===== src/design/sha1_pkg.sv =====
`default_nettype none

package sha1_pkg;

	localparam int unsigned DIGEST_WORDS = 5;
	localparam int unsigned ROUNDS       = 80;

	localparam logic [31:0] H_INIT [DIGEST_WORDS] = '{
		32'h6745_2301, 32'hEFCD_AB89, 32'h98BA_DCFE, 32'h1032_5476, 32'hC3D2_E1F0
	};

	localparam logic [31:0] K_0 = 32'h5A82_7999;
	localparam logic [31:0] K_1 = 32'h6ED9_EBA1;
	localparam logic [31:0] K_2 = 32'h8F1B_BCDC;
	localparam logic [31:0] K_3 = 32'hCA62_C1D6;

	localparam logic [7:0]  PAD_MARK   = 8'h80;
	localparam logic [31:0] PAD_WORD   = {PAD_MARK, 24'h0};
	localparam logic [6:0]  LAST_ROUND = 7'(ROUNDS - 1);
	localparam logic [6:0]  ISSUE_DONE = 7'(ROUNDS);
	localparam logic [2:0]  LAST_IDX   = 3'(DIGEST_WORDS - 1);
	localparam logic [3:0]  LEN_HI_POS = 4'd14;
	localparam logic [3:0]  BLOCK_END  = 4'd15;

	typedef struct packed {
		logic [31:0] a;
		logic [31:0] b;
		logic [31:0] c;
		logic [31:0] d;
		logic [31:0] e;
	} sha1_vars_t;

	typedef enum logic [2:0] {
		ST_IDLE,
		ST_PAD,
		ST_ROUND,
		ST_ADD,
		ST_OUT
	} sha1_state_t;

	function automatic logic [31:0] rotl(input logic [31:0] v, input int unsigned k);
		rotl = (v << k) | (v >> (32 - k));
	endfunction

endpackage

`default_nettype wire


===== src/design/sha1_in_if.sv =====
`default_nettype none

interface sha1_in_if;
	logic        valid;
	logic        ready;
	logic [31:0] data_word;
	logic [2:0]  byte_count;
	logic        is_last;

	modport source (output valid, output data_word, output byte_count, output is_last,
		input ready);
	modport sink (input valid, input data_word, input byte_count, input is_last,
		output ready);
endinterface

`default_nettype wire


===== src/design/sha1_out_if.sv =====
`default_nettype none

interface sha1_out_if;
	logic        valid;
	logic        ready;
	logic [31:0] digest_word;
	logic [2:0]  word_index;
	logic        last_word;

	modport source (output valid, output digest_word, output word_index, output last_word,
		input ready);
	modport sink (input valid, input digest_word, input word_index, input last_word,
		output ready);
endinterface

`default_nettype wire


===== src/design/sha1_round.sv =====
`default_nettype none

// One SHA-1 round: selects f and K by round number and updates a..e.
module sha1_round (
	input  var sha1_pkg::sha1_vars_t cur,
	input  wire logic [31:0]         w,
	input  wire logic [6:0]          t,
	output sha1_pkg::sha1_vars_t     nxt
);
	import sha1_pkg::*;

	logic [31:0] f;
	logic [31:0] k;

	always_comb begin
		if (t < 7'd20) begin
			f = (cur.b & cur.c) | (~cur.b & cur.d);
			k = K_0;
		end else if (t < 7'd40) begin
			f = cur.b ^ cur.c ^ cur.d;
			k = K_1;
		end else if (t < 7'd60) begin
			f = (cur.b & cur.c) | (cur.b & cur.d) | (cur.c & cur.d);
			k = K_2;
		end else begin
			f = cur.b ^ cur.c ^ cur.d;
			k = K_3;
		end
	end

	always_comb begin
		nxt.a = rotl(cur.a, 5) + f + cur.e + w + k;
		nxt.b = cur.a;
		nxt.c = rotl(cur.b, 30);
		nxt.d = cur.c;
		nxt.e = cur.d;
	end

endmodule

`default_nettype wire


===== src/design/sha1_stream_hash.sv =====
// After the last item of a message, the block writes the padding words, compresses the
// one or two blocks still open and adds each result into the chaining value before the
// first digest item. A 16-item block is accepted and then compressed in 80 rounds, one
// per cycle from the schedule memory; no new item is taken until that block is done.
// Reset: arst_n clears the control state and loads the initial chaining value; the
// schedule memory is not cleared, since every entry is written before it is read.
`default_nettype none

module sha1_stream_hash (
	input  wire logic  clk,
	input  wire logic  arst_n,
	sha1_in_if.sink    msg,
	sha1_out_if.source digest
);
	import sha1_pkg::*;

	// Control state.
	sha1_state_t state_q;
	sha1_state_t state_d;

	// The 16-word message schedule lives in a memory with two registered read ports.
	// Round t reads W[t-14] on port A and W[t-8] on port B (or W[t] in the first 16
	// rounds). W[t-16] is port A data delayed two rounds and W[t-3] comes from a short
	// line of the words used by the last three rounds, so nothing reads an entry that
	// is being written in the same cycle.
	logic [31:0] sched_mem [16];
	logic [31:0] rd_a_s1;
	logic [31:0] rd_b_s1;
	logic [3:0]  addr_a;
	logic [3:0]  addr_b;
	logic        mem_we;
	logic [3:0]  mem_waddr;
	logic [31:0] mem_wdata;

	logic [31:0] chain_q [DIGEST_WORDS];
	sha1_vars_t  vars_q;
	sha1_vars_t  vars_nxt;
	logic [63:0] bit_len_q;
	logic [3:0]  fill_q;
	logic [6:0]  iss_q;
	logic        ex_v_s1;
	logic [6:0]  ex_t_s1;
	logic [31:0] pa_q1;
	logic [31:0] pa_q2;
	logic [31:0] wm1_q;
	logic [31:0] wm2_q;
	logic [31:0] wm3_q;
	logic [31:0] w_cur;
	logic [2:0]  idx_q;

	// Padding progress: pad_q while a message is being closed, pad_80_q when the
	// marker word still has to go in, len_lo_q when the low length word is next,
	// fin_q while the final block of the message is compressed.
	logic pad_q;
	logic pad_80_q;
	logic len_lo_q;
	logic fin_q;

	logic        in_fire;
	logic        out_fire;
	logic        push_v;
	logic [31:0] push_word;
	logic        block_full;
	logic        issue_v;
	logic        ex_last;
	logic [2:0]  cnt_eff;
	logic [31:0] last_word_val;

	assign in_fire    = msg.valid && msg.ready;
	assign out_fire   = digest.valid && digest.ready;
	assign block_full = push_v && (fill_q == BLOCK_END);
	assign ex_last    = ex_v_s1 && (ex_t_s1 == LAST_ROUND);

	// A count above four, or any count on an item that is not last, means a full word.
	assign cnt_eff = (!msg.is_last || msg.byte_count > 3'd4) ? 3'd4 : msg.byte_count;

	// The last item keeps its valid bytes and gets the marker byte right after them.
	always_comb begin
		case (cnt_eff)
			3'd0:    last_word_val = PAD_WORD;
			3'd1:    last_word_val = {msg.data_word[31:24], PAD_MARK, 16'h0};
			3'd2:    last_word_val = {msg.data_word[31:16], PAD_MARK, 8'h0};
			3'd3:    last_word_val = {msg.data_word[31:8], PAD_MARK};
			default: last_word_val = msg.data_word;
		endcase
	end

	// Next state.
	always_comb begin
		state_d = state_q;
		unique case (state_q)
			ST_IDLE: begin
				if (in_fire) begin
					if (block_full) begin
						state_d = ST_ROUND;
					end else if (msg.is_last) begin
						state_d = ST_PAD;
					end
				end
			end
			ST_PAD: begin
				if (block_full) begin
					state_d = ST_ROUND;
				end
			end
			ST_ROUND: begin
				if (ex_last) begin
					state_d = ST_ADD;
				end
			end
			ST_ADD: begin
				if (fin_q) begin
					state_d = ST_OUT;
				end else if (pad_q) begin
					state_d = ST_PAD;
				end else begin
					state_d = ST_IDLE;
				end
			end
			ST_OUT: begin
				if (out_fire && idx_q == LAST_IDX) begin
					state_d = ST_IDLE;
				end
			end
			default: state_d = ST_IDLE;
		endcase
	end

	// State outputs.
	always_comb begin
		msg.ready    = 1'b0;
		digest.valid = 1'b0;
		push_v       = 1'b0;
		push_word    = '0;
		issue_v      = 1'b0;
		unique case (state_q)
			ST_IDLE: begin
				msg.ready = 1'b1;
				push_v    = in_fire;
				push_word = last_word_val;
			end
			ST_PAD: begin
				push_v = 1'b1;
				if (pad_80_q) begin
					push_word = PAD_WORD;
				end else if (len_lo_q) begin
					push_word = bit_len_q[31:0];
				end else if (fill_q == LEN_HI_POS) begin
					push_word = bit_len_q[63:32];
				end else begin
					push_word = '0;
				end
			end
			ST_ROUND: begin
				issue_v = (iss_q != ISSUE_DONE);
			end
			ST_ADD: begin
			end
			ST_OUT: begin
				digest.valid = 1'b1;
			end
			default: begin
			end
		endcase
	end

	assign digest.digest_word = chain_q[idx_q];
	assign digest.word_index  = idx_q;
	assign digest.last_word   = (idx_q == LAST_IDX);

	// Read addresses for the round being issued.
	assign addr_a = iss_q[3:0] + 4'd2;
	assign addr_b = (iss_q < 7'd16) ? iss_q[3:0] : iss_q[3:0] + 4'd8;

	// Schedule word used by the round in execution.
	always_comb begin
		if (ex_t_s1 < 7'd16) begin
			w_cur = rd_b_s1;
		end else begin
			w_cur = rotl(wm3_q ^ rd_b_s1 ^ rd_a_s1 ^ pa_q2, 1);
		end
	end

	assign mem_we    = push_v || (ex_v_s1 && ex_t_s1 >= 7'd16);
	assign mem_waddr = push_v ? fill_q : ex_t_s1[3:0];
	assign mem_wdata = push_v ? push_word : w_cur;

	always_ff @(posedge clk) begin
		if (mem_we) begin
			sched_mem[mem_waddr] <= mem_wdata;
		end
		rd_a_s1 <= sched_mem[addr_a];
		rd_b_s1 <= sched_mem[addr_b];
	end

	sha1_round u_round (
		.cur (vars_q),
		.w   (w_cur),
		.t   (ex_t_s1),
		.nxt (vars_nxt)
	);

	// Schedule delay lines; they only move while a round executes.
	always_ff @(posedge clk) begin
		if (ex_v_s1) begin
			pa_q1 <= rd_a_s1;
			pa_q2 <= pa_q1;
			wm1_q <= w_cur;
			wm2_q <= wm1_q;
			wm3_q <= wm2_q;
		end
	end

	always_ff @(posedge clk or negedge arst_n) begin
		if (!arst_n) begin
			state_q   <= ST_IDLE;
			vars_q    <= '0;
			bit_len_q <= '0;
			fill_q    <= '0;
			iss_q     <= '0;
			ex_v_s1   <= 1'b0;
			ex_t_s1   <= '0;
			idx_q     <= '0;
			pad_q     <= 1'b0;
			pad_80_q  <= 1'b0;
			len_lo_q  <= 1'b0;
			fin_q     <= 1'b0;
			for (int i = 0; i < DIGEST_WORDS; i++) begin
				chain_q[i] <= H_INIT[i];
			end
		end else begin
			state_q <= state_d;

			if (push_v) begin
				fill_q <= fill_q + 4'd1;
			end

			// Start of a compression: working variables take the chaining value.
			if (block_full) begin
				vars_q <= '{a: chain_q[0], b: chain_q[1], c: chain_q[2],
					d: chain_q[3], e: chain_q[4]};
				iss_q  <= '0;
			end else if (ex_v_s1) begin
				vars_q <= vars_nxt;
			end
			if (issue_v) begin
				iss_q <= iss_q + 7'd1;
			end
			ex_v_s1 <= issue_v;
			ex_t_s1 <= iss_q;

			if (in_fire) begin
				bit_len_q <= bit_len_q + {58'd0, cnt_eff, 3'b000};
				if (msg.is_last) begin
					pad_q    <= 1'b1;
					pad_80_q <= (cnt_eff == 3'd4);
				end
			end

			if (state_q == ST_PAD) begin
				if (pad_80_q) begin
					pad_80_q <= 1'b0;
				end else if (len_lo_q) begin
					len_lo_q <= 1'b0;
					pad_q    <= 1'b0;
					fin_q    <= 1'b1;
				end else if (fill_q == LEN_HI_POS) begin
					len_lo_q <= 1'b1;
				end
			end

			if (state_q == ST_ADD) begin
				chain_q[0] <= chain_q[0] + vars_q.a;
				chain_q[1] <= chain_q[1] + vars_q.b;
				chain_q[2] <= chain_q[2] + vars_q.c;
				chain_q[3] <= chain_q[3] + vars_q.d;
				chain_q[4] <= chain_q[4] + vars_q.e;
			end

			// After the fifth digest item the next message starts from scratch.
			if (out_fire) begin
				if (idx_q == LAST_IDX) begin
					idx_q     <= '0;
					fin_q     <= 1'b0;
					bit_len_q <= '0;
					for (int i = 0; i < DIGEST_WORDS; i++) begin
						chain_q[i] <= H_INIT[i];
					end
				end else begin
					idx_q <= idx_q + 3'd1;
				end
			end
		end
	end

endmodule

`default_nettype wire


===== src/flat_wrapper.sv =====
// flat-port wrapper written by rule: the top's interface ports become plain ports
module sha1_stream_hash_flat import sha1_pkg::*;
  (clk, arst_n, msg_valid, msg_data_word, msg_byte_count, msg_is_last, msg_ready, digest_valid, digest_digest_word, digest_word_index, digest_last_word, digest_ready);
  sha1_in_if msg_i ();
  sha1_out_if digest_i ();
  input  wire logic clk;
  input  wire logic arst_n;
  input wire logic [$bits(msg_i.valid)-1:0] msg_valid;
  input wire logic [$bits(msg_i.data_word)-1:0] msg_data_word;
  input wire logic [$bits(msg_i.byte_count)-1:0] msg_byte_count;
  input wire logic [$bits(msg_i.is_last)-1:0] msg_is_last;
  output wire logic [$bits(msg_i.ready)-1:0] msg_ready;
  output wire logic [$bits(digest_i.valid)-1:0] digest_valid;
  output wire logic [$bits(digest_i.digest_word)-1:0] digest_digest_word;
  output wire logic [$bits(digest_i.word_index)-1:0] digest_word_index;
  output wire logic [$bits(digest_i.last_word)-1:0] digest_last_word;
  input wire logic [$bits(digest_i.ready)-1:0] digest_ready;
  assign msg_i.valid = msg_valid;
  assign msg_i.data_word = msg_data_word;
  assign msg_i.byte_count = msg_byte_count;
  assign msg_i.is_last = msg_is_last;
  assign msg_ready = msg_i.ready;
  assign digest_valid = digest_i.valid;
  assign digest_digest_word = digest_i.digest_word;
  assign digest_word_index = digest_i.word_index;
  assign digest_last_word = digest_i.last_word;
  assign digest_i.ready = digest_ready;
  sha1_stream_hash u_core (.clk(clk), .arst_n(arst_n), .msg(msg_i), .digest(digest_i));
endmodule

===== config.mk =====
export PLATFORM = sky130hd
export DESIGN_NAME = sha1_stream_hash_flat
export DESIGN_NICKNAME = d
export VERILOG_FILES = /design/src/design/sha1_pkg.sv /design/src/design/sha1_in_if.sv /design/src/design/sha1_out_if.sv /design/src/design/sha1_round.sv /design/src/design/sha1_stream_hash.sv /design/src/flat_wrapper.sv
export SDC_FILE = /design/constraint.sdc
export NUM_CORES = 2
export LEC_CHECK = 0
export BUFFER_PORTS_ARGS = -buffer_cell sky130_fd_sc_hd__buf_2
export CAP_MARGIN = 10
export CORE_UTILIZATION = 35
export CTS_BUF_LIST = sky130_fd_sc_hd__clkbuf_16
export CTS_CLUSTER_SIZE = 10
export DETAILED_ROUTE_END_ITERATION = 7
export GPL_ROUTABILITY_DRIVEN = 0
export GPL_TIMING_DRIVEN = 0
export PLACE_DENSITY = 0.59
export SETUP_SLACK_MARGIN = 0.3
export SYNTH_ARGS = -nofsm -noshare
export SYNTH_HDL_FRONTEND = slang
export SYNTH_SLANG_ARGS = --single-unit

===== constraint.sdc =====
create_clock -name clk -period 12 [get_ports clk]
set_clock_uncertainty 0.05 [all_clocks]
set_input_delay 0.6 -clock clk [delete_from_list [all_inputs] [get_ports clk]]
set_output_delay 0.6 -clock clk [all_outputs]
set_load 0.02 [all_outputs]

==> results.sh <==
export IMPL_status="finished, violations left"
export IMPL_violations="DRC"
export IMPL_groute_usage_overall_pct=22.7
export IMPL_mostFrequentLayoutCell="edfxtp_1"
export IMPL_layout_common_cells="672 x edfxtp_1, 444 x a21oi_1, 384 x nand2_1, 380 x nor2_1, 349 x inv_1"
export IMPL_initial_core_util_pct=35.2
export IMPL_rsz0062_at_grt="no"
export IMPL_maxCapViolCount=0
export IMPL_flow_area_growth_from_synthesis_pct=13.6
export IMPL_worstPathArrival_ns=9.81
export IMPL_io_buffers=77
export IMPL_grt_pass1_wl_um=300000
export IMPL_antenna_found_initial=4
export IMPL_drv_slew=0
export IMPL_drive_gt1_share_pct=13.7
export IMPL_worst_setup_path_end_kind="register"
export IMPL_synth_mux_area_fraction_pct=14.9
export IMPL_clock_root_buffer="clkbuf_16"
export IMPL_ys_flop_type="edfxtp_1"
export IMPL_yosysSeqAreaShare_pct=50.6
export IMPL_synth_xor_area_share_pct=4.15
export IMPL_dieArea_um2=181000
export IMPL_cts_tree="done"
export IMPL_crit_path_start="u_core.ex_t_s1[6]$_DFF_PN0_"
export IMPL_final_core_util_pct=40.0
export IMPL_synth_adder_area_share_pct=8.60
export IMPL_synth_compound_area_share_pct=10.7
export IMPL_drc=4
export IMPL_ioPinCount=78
export IMPL_critPathMaxFanout=10
export IMPL_drt_wl_total_um=208000
export IMPL_post_route_min_period_ns=9.19
export IMPL_ctsHtreeMaxLevel=4
export IMPL_routed_via_density=5.76
export IMPL_wire_per_inst_um=26.6
export IMPL_die_h_um=426
export IMPL_post_cts_setup_buffers=0
export IMPL_fin_cells=7806
export IMPL_grt_max_degree=112
export IMPL_worstMarginPinSlew_ns=1.48
export IMPL_syn_cell_area_um2=62800
export IMPL_worstPathRequired_ns=12.62
export IMPL_period_share_pct=76.6
export IMPL_r2r_start="u_core.ex_t_s1[6]$_DFF_PN0_"
export IMPL_postRouteAntennaNets=0
export IMPL_row_count=155
export IMPL_syn_instance_count=5058
export IMPL_ys_seq_elements=1146
export IMPL_crit_type="register to register"
export IMPL_clk_pin_slew_ns=0.06
export IMPL_hold_viol_final=0
export IMPL_dr_pass1_iters=8
export IMPL_coreArea_um2=178000
export IMPL_dpl_hpwl_um=155000
export IMPL_synth_top_family_by_area="multiplexers"
export IMPL_ys_warnings_count=0
export IMPL_synth_fp_nets=5454
export IMPL_hold_start="msg_byte_count[2]"
export IMPL_vias=44900
export IMPL_fin_tns_setup_ns=0
export IMPL_cts_path_max_buffers=3
export IMPL_critPathLaunchType="register"
export IMPL_synth_simple_area_share_pct=7.93
export IMPL_nets=5736
export IMPL_cts_buffers_inserted=135
export IMPL_async_reset_ff_share_pct=35.8
export IMPL_syn_area_per_cell_um2=12.4
export IMPL_die_w_um=426
export IMPL_drt_iter0_markers=5234
export IMPL_grt_pass1_vias=44100
export IMPL_clock_fmax_mhz=109
export IMPL_grt_ovfl_total=0
export IMPL_dpl_cell_count=7547
export IMPL_synth_edf_count=672
export IMPL_hp_class="primary input to register"
export IMPL_numClockSinks=1146
export IMPL_synth_cell_type_count=86
export IMPL_setup_viol=0
export IMPL_slew_headroom_pct=1.10
export IMPL_clk_latency_ns=0.79
worst max-delay path, cell delays in order, from the launching register on:
cell,delay (ns)
dfrtp_1,0.44
a41oi_1,0.62
inv_1,0.37
or2_2,0.43
clkbuf_1,0.34
nand2_1,0.45
buf_1,0.81
nor2_1,0.08
nor2_1,0.38
fa_1,0.51
fa_1,0.56
inv_1,0.07
fa_1,0.53
inv_1,0.04
ha_1,0.34
nor2b_1,0.17
o31a_1,0.29
o41a_1,0.37
o41ai_2,0.64
o22ai_1,0.26
and4_1,0.30
or3_1,0.37
a21oi_1,0.19
xnor2_1,0.18
mux2i_1,0.10
o21ai_0,0.17
state kept, by name, indices dropped and copies added, names as in the netlist, 3 cells and up:
signal                    cells
u_core.bit_len_q             61
u_core.chain_q              160
u_core.digest.word_index      3
u_core.ex_t_s1                7
u_core.fill_q                 4
u_core.iss_q                  7
u_core.pa_q1                 32
u_core.pa_q2                 32
u_core.rd_a_s1               32
u_core.rd_b_s1               32
u_core.sched_mem            512
u_core.state_q                3
u_core.vars_q               160
u_core.wm1_q                 32
u_core.wm2_q                 32
u_core.wm3_q                 32
cell families after synthesis:
logic type / after synthesis
multiplexers: 533
AO/OA/AOI/OAI: 1101
adder cells (fa/ha/maj): 356
AND/OR/NAND/NOR: 1107
flip-flops: 1146
XOR/XNOR: 298
buffers and inverters: 517
metal layers:
metal  wire, um  track usage, %
met3      17400            3.82
met4       9400            9.69
met1      84500            30.6
met5          0               0
met2      96400            36.1
timing repair:
| action | in CTS | in global routing |
|---|---|---|
| resized for setup | 0 | 0 |
| hold endpoints to repair | 78 | 0 |
| hold buffers | 1 | 0 |
final timing paths:
check / slack, ns / cells after the start / end
hold reg to reg: 0.34 / 0 / u_core.wm3_q[1]$_DFFE_PP_
hold / removal: 0.08 / 3 / u_core.pad_80_q$_DFF_PN0_
setup / recovery: 2.81 / 25 / u_core.vars_q[155]$_DFFE_PN0P_
max in group asynchronous: 9.31 / 5 / u_core.bit_len_q[29]$_DFF_PN0_
min in group asynchronous: 0.46 / 2 / u_core.vars_q[34]$_DFFE_PN0P_
setup reg to reg: 2.81 / 25 / u_core.vars_q[155]$_DFFE_PN0P_
final cells by class:
type                    instances  area (um2)
clock inverters               108         574
flip-flops and latches       1146       31800
repair buffers                145        1470
multi-input cells            3395       29200
inverters                     261         980
fillers                     16700      107000
clock buffers                 137        3430
plain buffers                 256         987
well taps                    2355        2950
diodes                          3        7.51
Yosys cell counts, types with 7 or more instances:
library cell	n	share of area [%]
edfxtp_1	672	32
a21oi_1	444	3.5
nor2_1	396	2.4
nand2_1	384	2.3
dfrtp_1	330	13
mux4_2	321	12
inv_1	259	1.5
o21ai_0	241	1.9
ha_1	230	4.6
mux2i_1	212	3.4
clkbuf_1	208	1.2
xnor2_1	203	2.8
fa_1	126	4.0
xor2_1	95	1.3
dfstp_2	80	3.3
a21o_1	70	0.84
dfxtp_1	64	2.0
nand3_1	58	0.46
o211ai_1	52	0.62
buf_1	44	0.26
nor2b_1	41	0.41
o22ai_1	37	0.37
or3_1	37	0.37
a211oi_1	36	0.43
nand2b_1	36	0.36
and3_1	33	0.33
nor3_1	31	0.25
o21bai_1	27	0.32
a222oi_1	26	0.41
a31oi_1	22	0.22
nand4_1	21	0.21
o21a_1	21	0.25
o221ai_1	18	0.25
and2_1	15	0.15
o32ai_1	15	0.21
o31ai_1	13	0.16
a211o_1	10	0.14
a221oi_1	9	0.13
nor3b_1	9	0.11
nor4_1	8	0.080
a21boi_0	7	0.084
and4_1	7	0.098
through the flow:
step	cell area [um2]	setup WS [ns]	hold WS (ns)
global route	71400	2.59	0.0853
global placement	66200	1.43	0.311
finish	71400	2.81	0.0815
floorplan	62800	5.49	0.254
detailed placement	67200	2.96	0.317
CTS	71200	2.88	0.0329
Power is left out: the tool's default activity adds up to more than one toggle a clock period on the data nets, which glitch-free logic cannot reach.
